`src/design/bpc_pkg.sv`:
```
// ============================================================================
// bpc_pkg: shared types and constants of the ball position controller
// Fixed-point gains, offsets and limits, datapath widths and the
// command bundle between the controller and the datapath.
// ============================================================================
package bpc_pkg;

    // stream and config widths
    localparam int ADC_W      = 12;
    localparam int IN_DATA_W  = 16;
    localparam int OUT_DATA_W = 32;
    localparam int CFG_ADDR_W = 2;
    localparam int CFG_DATA_W = 8;
    localparam int PULSE_W    = 16;
    localparam int ANG_W      = 14;

    // register indexes
    localparam logic [CFG_ADDR_W-1:0] REG_SETPOINT_X = CFG_ADDR_W'(0);
    localparam logic [CFG_ADDR_W-1:0] REG_SETPOINT_Y = CFG_ADDR_W'(1);

    // shared multiplier: signed constant operand times signed variable operand
    localparam int MUL_A_W = 28;
    localparam int MUL_B_W = 25;
    localparam int PROD_W  = MUL_A_W + MUL_B_W;

    // q2.20 positions and errors, with one guard width for sums
    localparam int POS_W   = 24;
    localparam int EXT_W   = POS_W + 1;
    localparam int ACC_W   = 40;
    localparam int ANG_SH  = 22;
    localparam int ANG_FULL_W = ACC_W - ANG_SH;
    localparam int RND_SH  = 16;

    // servo mapping: base scaled by 2^14, result taken from bit 30 up
    localparam int SERVO_W      = 46;
    localparam int SERVO_BASE_SH = 14;
    localparam int SERVO_SH     = 30;

    localparam logic signed [MUL_A_W-1:0] POS_GAIN_X    = MUL_A_W'(3088793);
    localparam logic signed [MUL_A_W-1:0] POS_GAIN_Y    = MUL_A_W'(2523761);
    localparam logic signed [EXT_W-1:0]   POS_OFS_X     = EXT_W'(-96075);
    localparam logic signed [EXT_W-1:0]   POS_OFS_Y     = EXT_W'(-80389);
    localparam logic signed [MUL_A_W-1:0] SP_SCALE_X    = MUL_A_W'(44640172);
    localparam logic signed [MUL_A_W-1:0] SP_SCALE_Y    = MUL_A_W'(33277544);
    localparam logic signed [EXT_W-1:0]   REJECT_LEVEL  = EXT_W'(91226);
    localparam logic signed [MUL_A_W-1:0] LAW_GAIN_NOW  = MUL_A_W'(508900);
    localparam logic signed [MUL_A_W-1:0] LAW_GAIN_OLD  = MUL_A_W'(426803);
    localparam logic signed [ANG_FULL_W-1:0] ANGLE_MAX  = ANG_FULL_W'(6554);
    localparam logic signed [ANG_FULL_W-1:0] ANGLE_MIN  = ANG_FULL_W'(-6554);
    localparam logic signed [SERVO_W-1:0] SERVO_BASE_X  = SERVO_W'(287152938);
    localparam logic signed [SERVO_W-1:0] SERVO_BASE_Y  = SERVO_W'(292751861);
    // y axis uses the negated slope
    localparam logic signed [MUL_A_W-1:0] SERVO_SLOPE_X = MUL_A_W'(121126974);
    localparam logic signed [MUL_A_W-1:0] SERVO_SLOPE_Y = MUL_A_W'(-122108012);

    // datapath step selected by the controller
    typedef enum logic [2:0] {
        OP_NONE,
        OP_POS,
        OP_SP,
        OP_ERR,
        OP_LAW,
        OP_ANG,
        OP_SERVO
    } bpc_op_t;

    typedef struct packed {
        logic    load_in;
        bpc_op_t op;
        logic    load_out;
    } bpc_cmd_t;

endpackage

```
`src/design/two_axis_ball_position_controller_core.sv`:
```
// ============================================================================
// two_axis_ball_position_controller_core: lead compensator for a ball plate
// Turns touch-panel samples into saturated servo angles and timer compares.
// ============================================================================
// Each accepted sample (axis on s_tuser, 12-bit reading on s_tdata) yields
// exactly one result on the master stream. From acceptance to a finished
// result a sample passes the accept state, then six sequencer steps
// (five through the single shared 28x25 signed multiplier and one for angle
// rounding and saturation) and the servo sum in the done state; the sequencer
// works on one sample at a time and accepts no new sample before it has
// passed its result on. The result sits in an output register,
// so the next sample is taken while a previous result is still waiting; a
// finished result waits in the sequencer only if that register is still full.
// Per axis it keeps the last position and the last error, both cleared by reset.
// Setpoints are to be written through the config port while no sample is in
// flight; the block does not enforce it. Index 0 is x, index 1 is y, others ignored.
// ============================================================================
module two_axis_ball_position_controller_core (
    input  logic                                clk,
    input  logic                                rst_n,
    // sample stream
    input  logic                                s_tvalid,
    output logic                                s_tready,
    input  logic [bpc_pkg::IN_DATA_W-1:0]       s_tdata,   // adc_sample[11:0], zero pad
    input  logic                                s_tuser,   // axis
    // result stream
    output logic                                m_tvalid,
    input  logic                                m_tready,
    output logic [bpc_pkg::OUT_DATA_W-1:0]      m_tdata,   // pulse_ticks[15:0],
                                                           // angle_command[29:16],
                                                           // limited[30], rejected[31]
    output logic                                m_tuser,   // axis_out
    // config write port
    input  logic                                cfg_we,
    input  logic [bpc_pkg::CFG_ADDR_W-1:0]      cfg_addr,
    input  logic [bpc_pkg::CFG_DATA_W-1:0]      cfg_wdata
);
    import bpc_pkg::*;

    // setpoint registers, raw signed steps
    logic signed [CFG_DATA_W-1:0] setpoint_x_reg;
    logic signed [CFG_DATA_W-1:0] setpoint_y_reg;

    bpc_cmd_t                     cmd;
    logic [PULSE_W-1:0]           pulse_ticks;
    logic signed [ANG_W-1:0]      angle_command;
    logic                         limited;
    logic                         rejected;

    // register decode, unknown indexes drop the write
    always_ff @(posedge clk or negedge rst_n)
    begin
        if (!rst_n)
        begin
            setpoint_x_reg <= '0;
            setpoint_y_reg <= '0;
        end
        else if (cfg_we)
        begin
            unique case (cfg_addr)
                REG_SETPOINT_X: setpoint_x_reg <= $signed(cfg_wdata);
                REG_SETPOINT_Y: setpoint_y_reg <= $signed(cfg_wdata);
                default:
                begin
                    setpoint_x_reg <= setpoint_x_reg;
                    setpoint_y_reg <= setpoint_y_reg;
                end
            endcase
        end
    end

    // sequencer: one sample at a time, owns both handshakes
    bpc_ctrl u_ctrl (
        .clk       (clk),
        .rst_n     (rst_n),
        .in_valid  (s_tvalid),
        .in_ready  (s_tready),
        .out_valid (m_tvalid),
        .out_ready (m_tready),
        .cmd       (cmd)
    );

    // shared multiplier, history and output register
    bpc_datapath u_datapath (
        .clk           (clk),
        .rst_n         (rst_n),
        .cmd           (cmd),
        .axis          (s_tuser),
        .adc_sample    (s_tdata[ADC_W-1:0]),
        .setpoint_x    (setpoint_x_reg),
        .setpoint_y    (setpoint_y_reg),
        .axis_out      (m_tuser),
        .pulse_ticks   (pulse_ticks),
        .angle_command (angle_command),
        .limited       (limited),
        .rejected      (rejected)
    );

    // result packing, lowest field first
    assign m_tdata = {rejected, limited, angle_command, pulse_ticks};

endmodule

```
`src/design/bpc_ctrl.sv`:
```
// ============================================================================
// bpc_ctrl: sequencer of the ball position controller
// Walks one sample through the datapath steps and owns the output valid.
// ============================================================================
module bpc_ctrl (
    input  logic              clk,
    input  logic              rst_n,
    input  logic              in_valid,
    output logic              in_ready,
    output logic              out_valid,
    input  logic              out_ready,
    output bpc_pkg::bpc_cmd_t cmd
);
    import bpc_pkg::*;

    typedef enum logic [2:0] {
        S_IDLE,
        S_POS,
        S_SP,
        S_ERR,
        S_LAW,
        S_ANG,
        S_SERVO,
        S_DONE
    } state_t;

    state_t state_reg;
    state_t state_next;
    logic   out_valid_reg;
    logic   out_valid_next;
    logic   out_free;

    assign out_free  = !out_valid_reg || out_ready;
    assign in_ready  = (state_reg == S_IDLE);
    assign out_valid = out_valid_reg;

    always_comb
    begin
        state_next   = state_reg;
        cmd.load_in  = 1'b0;
        cmd.op       = OP_NONE;
        cmd.load_out = 1'b0;
        unique case (state_reg)
            S_IDLE:
            begin
                if (in_valid)
                begin
                    cmd.load_in = 1'b1;
                    state_next  = S_POS;
                end
            end
            S_POS:
            begin
                cmd.op     = OP_POS;
                state_next = S_SP;
            end
            S_SP:
            begin
                cmd.op     = OP_SP;
                state_next = S_ERR;
            end
            S_ERR:
            begin
                cmd.op     = OP_ERR;
                state_next = S_LAW;
            end
            S_LAW:
            begin
                cmd.op     = OP_LAW;
                state_next = S_ANG;
            end
            S_ANG:
            begin
                cmd.op     = OP_ANG;
                state_next = S_SERVO;
            end
            S_SERVO:
            begin
                cmd.op     = OP_SERVO;
                state_next = S_DONE;
            end
            S_DONE:
            begin
                if (out_free)
                begin
                    cmd.load_out = 1'b1;
                    state_next   = S_IDLE;
                end
            end
            default:
            begin
                state_next = S_IDLE;
            end
        endcase
    end

    always_comb
    begin
        if (cmd.load_out)
            out_valid_next = 1'b1;
        else if (out_ready)
            out_valid_next = 1'b0;
        else
            out_valid_next = out_valid_reg;
    end

    always_ff @(posedge clk or negedge rst_n)
    begin
        if (!rst_n)
        begin
            state_reg     <= S_IDLE;
            out_valid_reg <= 1'b0;
        end
        else
        begin
            state_reg     <= state_next;
            out_valid_reg <= out_valid_next;
        end
    end

    // an accepted sample always starts the position step
    a_accept_starts: assert property (@(posedge clk) disable iff (!rst_n)
        (in_valid && in_ready) |=> (state_reg == S_POS))
        else $error("accepted sample did not start the position step");

    // a finished result waits while the output register is still held
    a_done_holds: assert property (@(posedge clk) disable iff (!rst_n)
        (state_reg == S_DONE && out_valid_reg && !out_ready) |=> (state_reg == S_DONE))
        else $error("result left the sequencer while the output was stalled");

    // output valid only rises when a finished result is published
    a_valid_source: assert property (@(posedge clk) disable iff (!rst_n)
        $rose(out_valid_reg) |-> ($past(state_reg) == S_DONE))
        else $error("output valid rose without a finished result");

endmodule

```
`src/design/bpc_datapath.sv`:
```
// ============================================================================
// bpc_datapath: arithmetic of the ball position controller
// One shared signed multiplier, per-axis history and the output register.
// ============================================================================
module bpc_datapath (
    input  logic                                    clk,
    input  logic                                    rst_n,
    input  bpc_pkg::bpc_cmd_t                       cmd,
    input  logic                                    axis,
    input  logic [bpc_pkg::ADC_W-1:0]               adc_sample,
    input  logic signed [bpc_pkg::CFG_DATA_W-1:0]   setpoint_x,
    input  logic signed [bpc_pkg::CFG_DATA_W-1:0]   setpoint_y,
    output logic                                    axis_out,
    output logic [bpc_pkg::PULSE_W-1:0]             pulse_ticks,
    output logic signed [bpc_pkg::ANG_W-1:0]        angle_command,
    output logic                                    limited,
    output logic                                    rejected
);
    import bpc_pkg::*;

    // sample and step registers
    logic                        axis_reg;
    logic [ADC_W-1:0]            adc_reg;
    logic signed [PROD_W-1:0]    prod_reg;
    logic signed [POS_W-1:0]     pos_reg;
    logic                        rej_reg;
    logic signed [POS_W-1:0]     err_reg;
    logic signed [ACC_W-1:0]     acc_reg;
    logic signed [ANG_W-1:0]     ang_reg;
    logic                        lim_reg;

    // per-axis history
    logic signed [POS_W-1:0]     prior_pos_reg [2];
    logic signed [POS_W-1:0]     prior_err_reg [2];

    // output register
    logic                        axis_out_reg;
    logic [PULSE_W-1:0]          pulse_reg;
    logic signed [ANG_W-1:0]     ang_out_reg;
    logic                        lim_out_reg;
    logic                        rej_out_reg;

    logic signed [MUL_A_W-1:0]   mul_a;
    logic signed [MUL_B_W-1:0]   mul_b;
    logic signed [PROD_W-1:0]    prod_next;
    logic signed [PROD_W-1:0]    prod_rnd;
    logic signed [EXT_W-1:0]     scaled;
    logic signed [POS_W-1:0]     prior_pos;
    logic signed [POS_W-1:0]     prior_err;
    logic signed [EXT_W-1:0]     pos_raw;
    logic                        rej_next;
    logic signed [POS_W-1:0]     pos_next;
    logic signed [EXT_W-1:0]     pos_sum;
    logic signed [POS_W-1:0]     avg;
    logic signed [EXT_W-1:0]     err_full;
    logic signed [POS_W-1:0]     err_next;
    logic signed [ACC_W-1:0]     acc_next;
    logic signed [ACC_W-1:0]     acc_rnd;
    logic signed [ANG_FULL_W-1:0] ang_full;
    logic signed [ANG_W-1:0]     ang_next;
    logic                        lim_next;
    logic signed [SERVO_W-1:0]   servo_base;
    logic signed [SERVO_W-1:0]   pulse_full;

    assign prior_pos = prior_pos_reg[axis_reg];
    assign prior_err = prior_err_reg[axis_reg];

    // operand selection for the shared multiplier
    always_comb
    begin
        mul_a = '0;
        mul_b = '0;
        unique case (cmd.op) inside
            OP_POS:
            begin
                mul_a = axis_reg ? POS_GAIN_Y : POS_GAIN_X;
                mul_b = $signed(MUL_B_W'(adc_reg));
            end
            OP_SP:
            begin
                mul_a = axis_reg ? SP_SCALE_Y : SP_SCALE_X;
                mul_b = axis_reg ? MUL_B_W'(setpoint_y) : MUL_B_W'(setpoint_x);
            end
            OP_ERR:
            begin
                mul_a = LAW_GAIN_OLD;
                mul_b = MUL_B_W'(prior_err);
            end
            OP_LAW:
            begin
                mul_a = LAW_GAIN_NOW;
                mul_b = MUL_B_W'(err_reg);
            end
            OP_SERVO:
            begin
                mul_a = axis_reg ? SERVO_SLOPE_Y : SERVO_SLOPE_X;
                mul_b = MUL_B_W'(ang_reg);
            end
            OP_NONE, OP_ANG:
            begin
                mul_a = '0;
                mul_b = '0;
            end
            default:
            begin
                mul_a = '0;
                mul_b = '0;
            end
        endcase
    end

    assign prod_next = mul_a * mul_b;

    // round half up of the last product, q.36 to q2.20
    always_comb
    begin
        prod_rnd = prod_reg + PROD_W'(1 << (RND_SH - 1));
        scaled   = $signed(prod_rnd[RND_SH +: EXT_W]);

        // position and noise rejection
        pos_raw  = scaled + (axis_reg ? POS_OFS_Y : POS_OFS_X);
        rej_next = (pos_raw >= REJECT_LEVEL);
        pos_next = rej_next ? prior_pos : pos_raw[POS_W-1:0];

        // floor average and error against the scaled setpoint
        pos_sum  = EXT_W'(pos_reg) + EXT_W'(prior_pos);
        avg      = pos_sum[EXT_W-1:1];
        err_full = scaled - EXT_W'(avg);
        err_next = err_full[POS_W-1:0];

        // law, rounding to q2.14 and saturation
        acc_next = ACC_W'(prod_reg) - acc_reg;
        acc_rnd  = acc_next + ACC_W'(1 << (ANG_SH - 1));
        ang_full = $signed(acc_rnd[ACC_W-1:ANG_SH]);
        lim_next = 1'b0;
        if (ang_full > ANGLE_MAX)
        begin
            ang_next = ANGLE_MAX[ANG_W-1:0];
            lim_next = 1'b1;
        end
        else if (ang_full < ANGLE_MIN)
        begin
            ang_next = ANGLE_MIN[ANG_W-1:0];
            lim_next = 1'b1;
        end
        else
        begin
            ang_next = ang_full[ANG_W-1:0];
        end

        // servo compare value, floor by 2^30
        servo_base = (axis_reg ? SERVO_BASE_Y : SERVO_BASE_X) <<< SERVO_BASE_SH;
        pulse_full = servo_base + SERVO_W'(prod_reg);
    end

    // working registers
    always_ff @(posedge clk)
    begin
        if (cmd.load_in)
        begin
            axis_reg <= axis;
            adc_reg  <= adc_sample;
        end
        if (cmd.op != OP_NONE && cmd.op != OP_ANG)
            prod_reg <= prod_next;
        if (cmd.op == OP_SP)
        begin
            pos_reg <= pos_next;
            rej_reg <= rej_next;
        end
        if (cmd.op == OP_ERR)
            err_reg <= err_next;
        if (cmd.op == OP_LAW)
            acc_reg <= ACC_W'(prod_reg);
        if (cmd.op == OP_ANG)
        begin
            ang_reg <= ang_next;
            lim_reg <= lim_next;
        end
        if (cmd.load_out)
        begin
            axis_out_reg <= axis_reg;
            pulse_reg    <= pulse_full[SERVO_SH +: PULSE_W];
            ang_out_reg  <= ang_reg;
            lim_out_reg  <= lim_reg;
            rej_out_reg  <= rej_reg;
        end
    end

    // history, cleared by reset
    always_ff @(posedge clk or negedge rst_n)
    begin
        if (!rst_n)
        begin
            prior_pos_reg[0] <= '0;
            prior_pos_reg[1] <= '0;
            prior_err_reg[0] <= '0;
            prior_err_reg[1] <= '0;
        end
        else
        begin
            if (cmd.op == OP_ERR)
                prior_pos_reg[axis_reg] <= pos_reg;
            if (cmd.op == OP_LAW)
                prior_err_reg[axis_reg] <= err_reg;
        end
    end

    assign axis_out      = axis_out_reg;
    assign pulse_ticks   = pulse_reg;
    assign angle_command = ang_out_reg;
    assign limited       = lim_out_reg;
    assign rejected      = rej_out_reg;

endmodule

```
`config.mk`:
```
export PLATFORM = sky130hd
export DESIGN_NAME = two_axis_ball_position_controller_core
export DESIGN_NICKNAME = d
export VERILOG_FILES = /design/src/design/bpc_pkg.sv /design/src/design/two_axis_ball_position_controller_core.sv /design/src/design/bpc_ctrl.sv /design/src/design/bpc_datapath.sv
export SDC_FILE = /design/constraint.sdc
export NUM_CORES = 2
export LEC_CHECK = 0
export ABC_AREA = 1
export ABC_CLOCK_PERIOD_IN_PS = 9100
export CORE_ASPECT_RATIO = 0.8
export CORE_UTILIZATION = 33
export DETAILED_ROUTE_END_ITERATION = 10
export DONT_BUFFER_PORTS = 1
export PLACE_DENSITY_LB_ADDON = 0.3
export RECOVER_POWER = 50
export SLEW_MARGIN = 10
export SYNTH_ARGS = -nofsm -noshare
export SYNTH_HDL_FRONTEND = slang
export SYNTH_SLANG_ARGS = --single-unit
```
`constraint.sdc`:
```
create_clock -name clk -period 9.1 [get_ports clk]
set_input_delay 1.82 -clock clk [delete_from_list [all_inputs] [get_ports clk]]
set_output_delay 1.82 -clock clk [all_outputs]
set_load 0.02 [all_outputs]
```
==> impl_metrics.toml <==
[routing]
detail-route-antenna-nets = 0
dr.pass1.iters = 9
wirelength_mm = 134.7
via_count = 32770
drt_iter0_drc = 3084
routed_via_density = 4.884
post_drt_wl_per_cell_um = 20.07
drc = 22

[sta]
finalMaxSlewViolations = 125
fin_crit_ns = 8.756
finalClockSkew_ns = 0.02786
hold_viol_final = 0
period_share = 0.9622
fmax_ghz = 0.1142
fin_setup_tns_ns = 0
maxSlewHeadroom = -0.5521
tightest_slew_ns = 2.304
rsz0062_at_grt = "no"
finalSetupViolations = 0

[worst_setup_path]
critPathLaunchType = "flip-flop"
crit_required_ns = 9.40
reg2reg_depth = 34
rr_startpoint = "u_ctrl.state_reg[2]$_DFFE_PN0P_"
critical_path_class = "flip-flop to flip-flop"
worst-path-max-fanout = 5
cp_slowest_cell = "fa_1"
path_common_cell = "fa_1"
end_kind = "flip-flop"
r2r_slack_ns = 0.34
arrival_ns = 9.06
cpPeakStageDelay_ns = 0.59
r2r-end = "u_datapath.prod_reg[43]$_DFFE_PP_"

[cts]
hold_buffers = 0
cts-root-buf = "clkbuf_16"
numCtsBuffers = 38
clock_latency_ns = 0.57
cts_tree = "built"
clock_sinks = 312
htree_levels = 2
cts_buffer_depth = 3
clk_pin_slew_ns = 0.06

[status]
outcome = "finished, violations left"
violations = "design-rule violations, max-capacitance violations, max-slew violations"

[die]
die_w_um = 396.8
coreArea_um2 = 123300
die-area_um2 = 126100
start_util = 0.3338
num_rows = 115
die_h_um = 317.9
ios = 67

[global_route]
grt_overflow = 0
grt_pass1_vias = 32710
grt_max_degree = 117
grt_first_pass_wirelength_mm = 204.7
grt_usage = 0.2150
antenna_found_initial = 5

[yosys]
synth-seq-cells = 312
yosys.area.top_type_share = 0.2933
avgSynthCellArea_um2 = 8.288
async_reset_ff_frac = 0.3718
synthTopCellsByArea = "fa_1 29%, edfxtp_1 14%, inv_1 11%"
yosysSeqAreaShare = 0.2135
syn_area_um2 = 41160
synth_fp_nets = 5915
synth.most_common_cell = "inv_1"
synth_edf_count = 196
synth_ff_type = "edfxtp_1"
synth_common_cells = "1160 x inv_1, 1002 x nand2_1, 603 x fa_1"
synth_warnings = 0
yosysTopAreaCell = "fa_1"
synth_cell_type_count = 53
syn_inst = 4966

[place]
routabilityCongestion = 0.9753
hpwlAfterDp_mm = 112.3
io_buffers = 0

[hold_path]
hold_depth = 0
hold_class = "flip-flop to flip-flop"
whs_endpoint = "u_datapath.limited$_DFFE_PP_"
hold_start = "u_datapath.lim_reg$_SDFFCE_PP1N_"

[flow_run]
maxCapViolCount = 4

[finish]
nets = 5989
synthToLayoutAreaGrowth_pct = 9.913
drive_gt1_frac = 0.06252
## worst max-delay path, delay by kind of cell (launching register included)
kind / cells / cell delay (ns)
simple gates: 12 / 1.77
buf+inv: 9 / 1.26
fa+ha+maj: 8 / 4.07
flops: 1 / 0.46
compound gates: 4 / 0.74
xor+xnor: 1 / 0.18
## stage by stage
stage / hold slack [ns] / utilization / instance area (um^2) / instances / setup slack [ns]
final: 0.4348 / 0.3669 / 45240 / 6710 / 0.3443
after global routing: 0.4542 / 0.3668 / 45230 / 6708 / 0.01920
after CTS: 0.4323 / 0.3660 / 45140 / 6700 / 0.06672
after detailed placement: 0.4177 / 0.3560 / 43900 / 6630 / 0.1019
after global placement: 0.4023 / 0.3560 / 43900 / 6630 / 0.1497
after floorplan: 0.4003 / - / 41160 / 4966 / 0.3644
## what timing repair did
| action | 4_1_cts | 5_1_grt |
|---|---|---|
| setup buffers | 0 | 8 |
| endpoints found under the setup margin | 0 | 15 |
| resized for setup | 0 | 20 |
## worst max path at each step
stage                                    start                                 to  slack, ns  cells after the start
2_1_floorplan  u_ctrl.state_reg[2]$_DFFE_PN0P_  u_datapath.prod_reg[44]$_DFFE_PP_       0.36                     30
3_3_place_gp   u_ctrl.state_reg[1]$_DFFE_PN0P_  u_datapath.prod_reg[42]$_DFFE_PP_       0.15                     32
3_5_place_dp   u_ctrl.state_reg[2]$_DFFE_PN0P_  u_datapath.prod_reg[42]$_DFFE_PP_       0.10                     32
4_1_cts        u_ctrl.state_reg[1]$_DFFE_PN0P_  u_datapath.prod_reg[45]$_DFFE_PP_       0.07                     32
5_1_grt        u_ctrl.state_reg[2]$_DFFE_PN0P_  u_datapath.prod_reg[43]$_DFFE_PP_       0.02                     34
6_report       u_ctrl.state_reg[2]$_DFFE_PN0P_  u_datapath.prod_reg[43]$_DFFE_PP_       0.34                     34
## cells by family after synthesis
| logic type | synth area share |
|---|---|
| AOI/OAI and AO/OA | 0.06539 |
| xor gates and xnor gates | 0.03149 |
| adders and majority gates | 0.3888 |
| buffers and inverters | 0.1201 |
| DFF | 0.2135 |
| and+or+nand+nor | 0.1807 |
## layout by cell type, fill, tap and decap left out, types with 7 or more instances in the layout
| cell | instances |
|---|---|
| nand2_1 | 1002 |
| buf_4 | 144 |
| o211ai_1 | 14 |
| clkbuf_16 | 39 |
| ha_1 | 314 |
| o21a_1 | 7 |
| nor4_1 | 9 |
| o21bai_1 | 11 |
| nor3_1 | 32 |
| a21oi_1 | 167 |
| inv_2 | 17 |
| clkinvlp_4 | 7 |
| nor2_4 | 15 |
| a31oi_1 | 17 |
| a221oi_1 | 7 |
| nand3_1 | 143 |
| nand4_1 | 30 |
| a21boi_0 | 7 |
| or2_2 | 8 |
| a21o_1 | 11 |
| inv_1 | 1159 |
| clkinv_2 | 8 |
| fa_1 | 602 |
| dfrtp_1 | 116 |
| o21ai_1 | 10 |
| a22oi_1 | 13 |
| nor2_2 | 15 |
| nand2_2 | 20 |
| xnor2_1 | 59 |
| o21ai_0 | 202 |
| xor2_1 | 89 |
| edfxtp_1 | 196 |
| clkbuf_1 | 9 |
| nor2_1 | 493 |
## layout make-up
class / count / area, um^2
fill: 12790 / 78070
multi-input combinational: 3349 / 27490
inverter: 1185 / 4466
tap: 1638 / 2049
timing repair buffer: 154 / 1200
sequential: 312 / 8788
clock buffer: 45 / 1018
antenna: 2 / 5.005
clock inverter: 25 / 222.7
## layer usage
layer	part of all wire	vias to the layer above	GRT usage
li1	-	15230	-
met1	0.49	16180	0.3328
met2	0.41	1243	0.3083
met3	0.094	123	0.04499
met4	0.015	2	0.03372
met5	0.00014	-	0
Power is left out: the tool's default activity adds up to more than one toggle a clock period on the data nets, which glitch-free logic cannot reach.
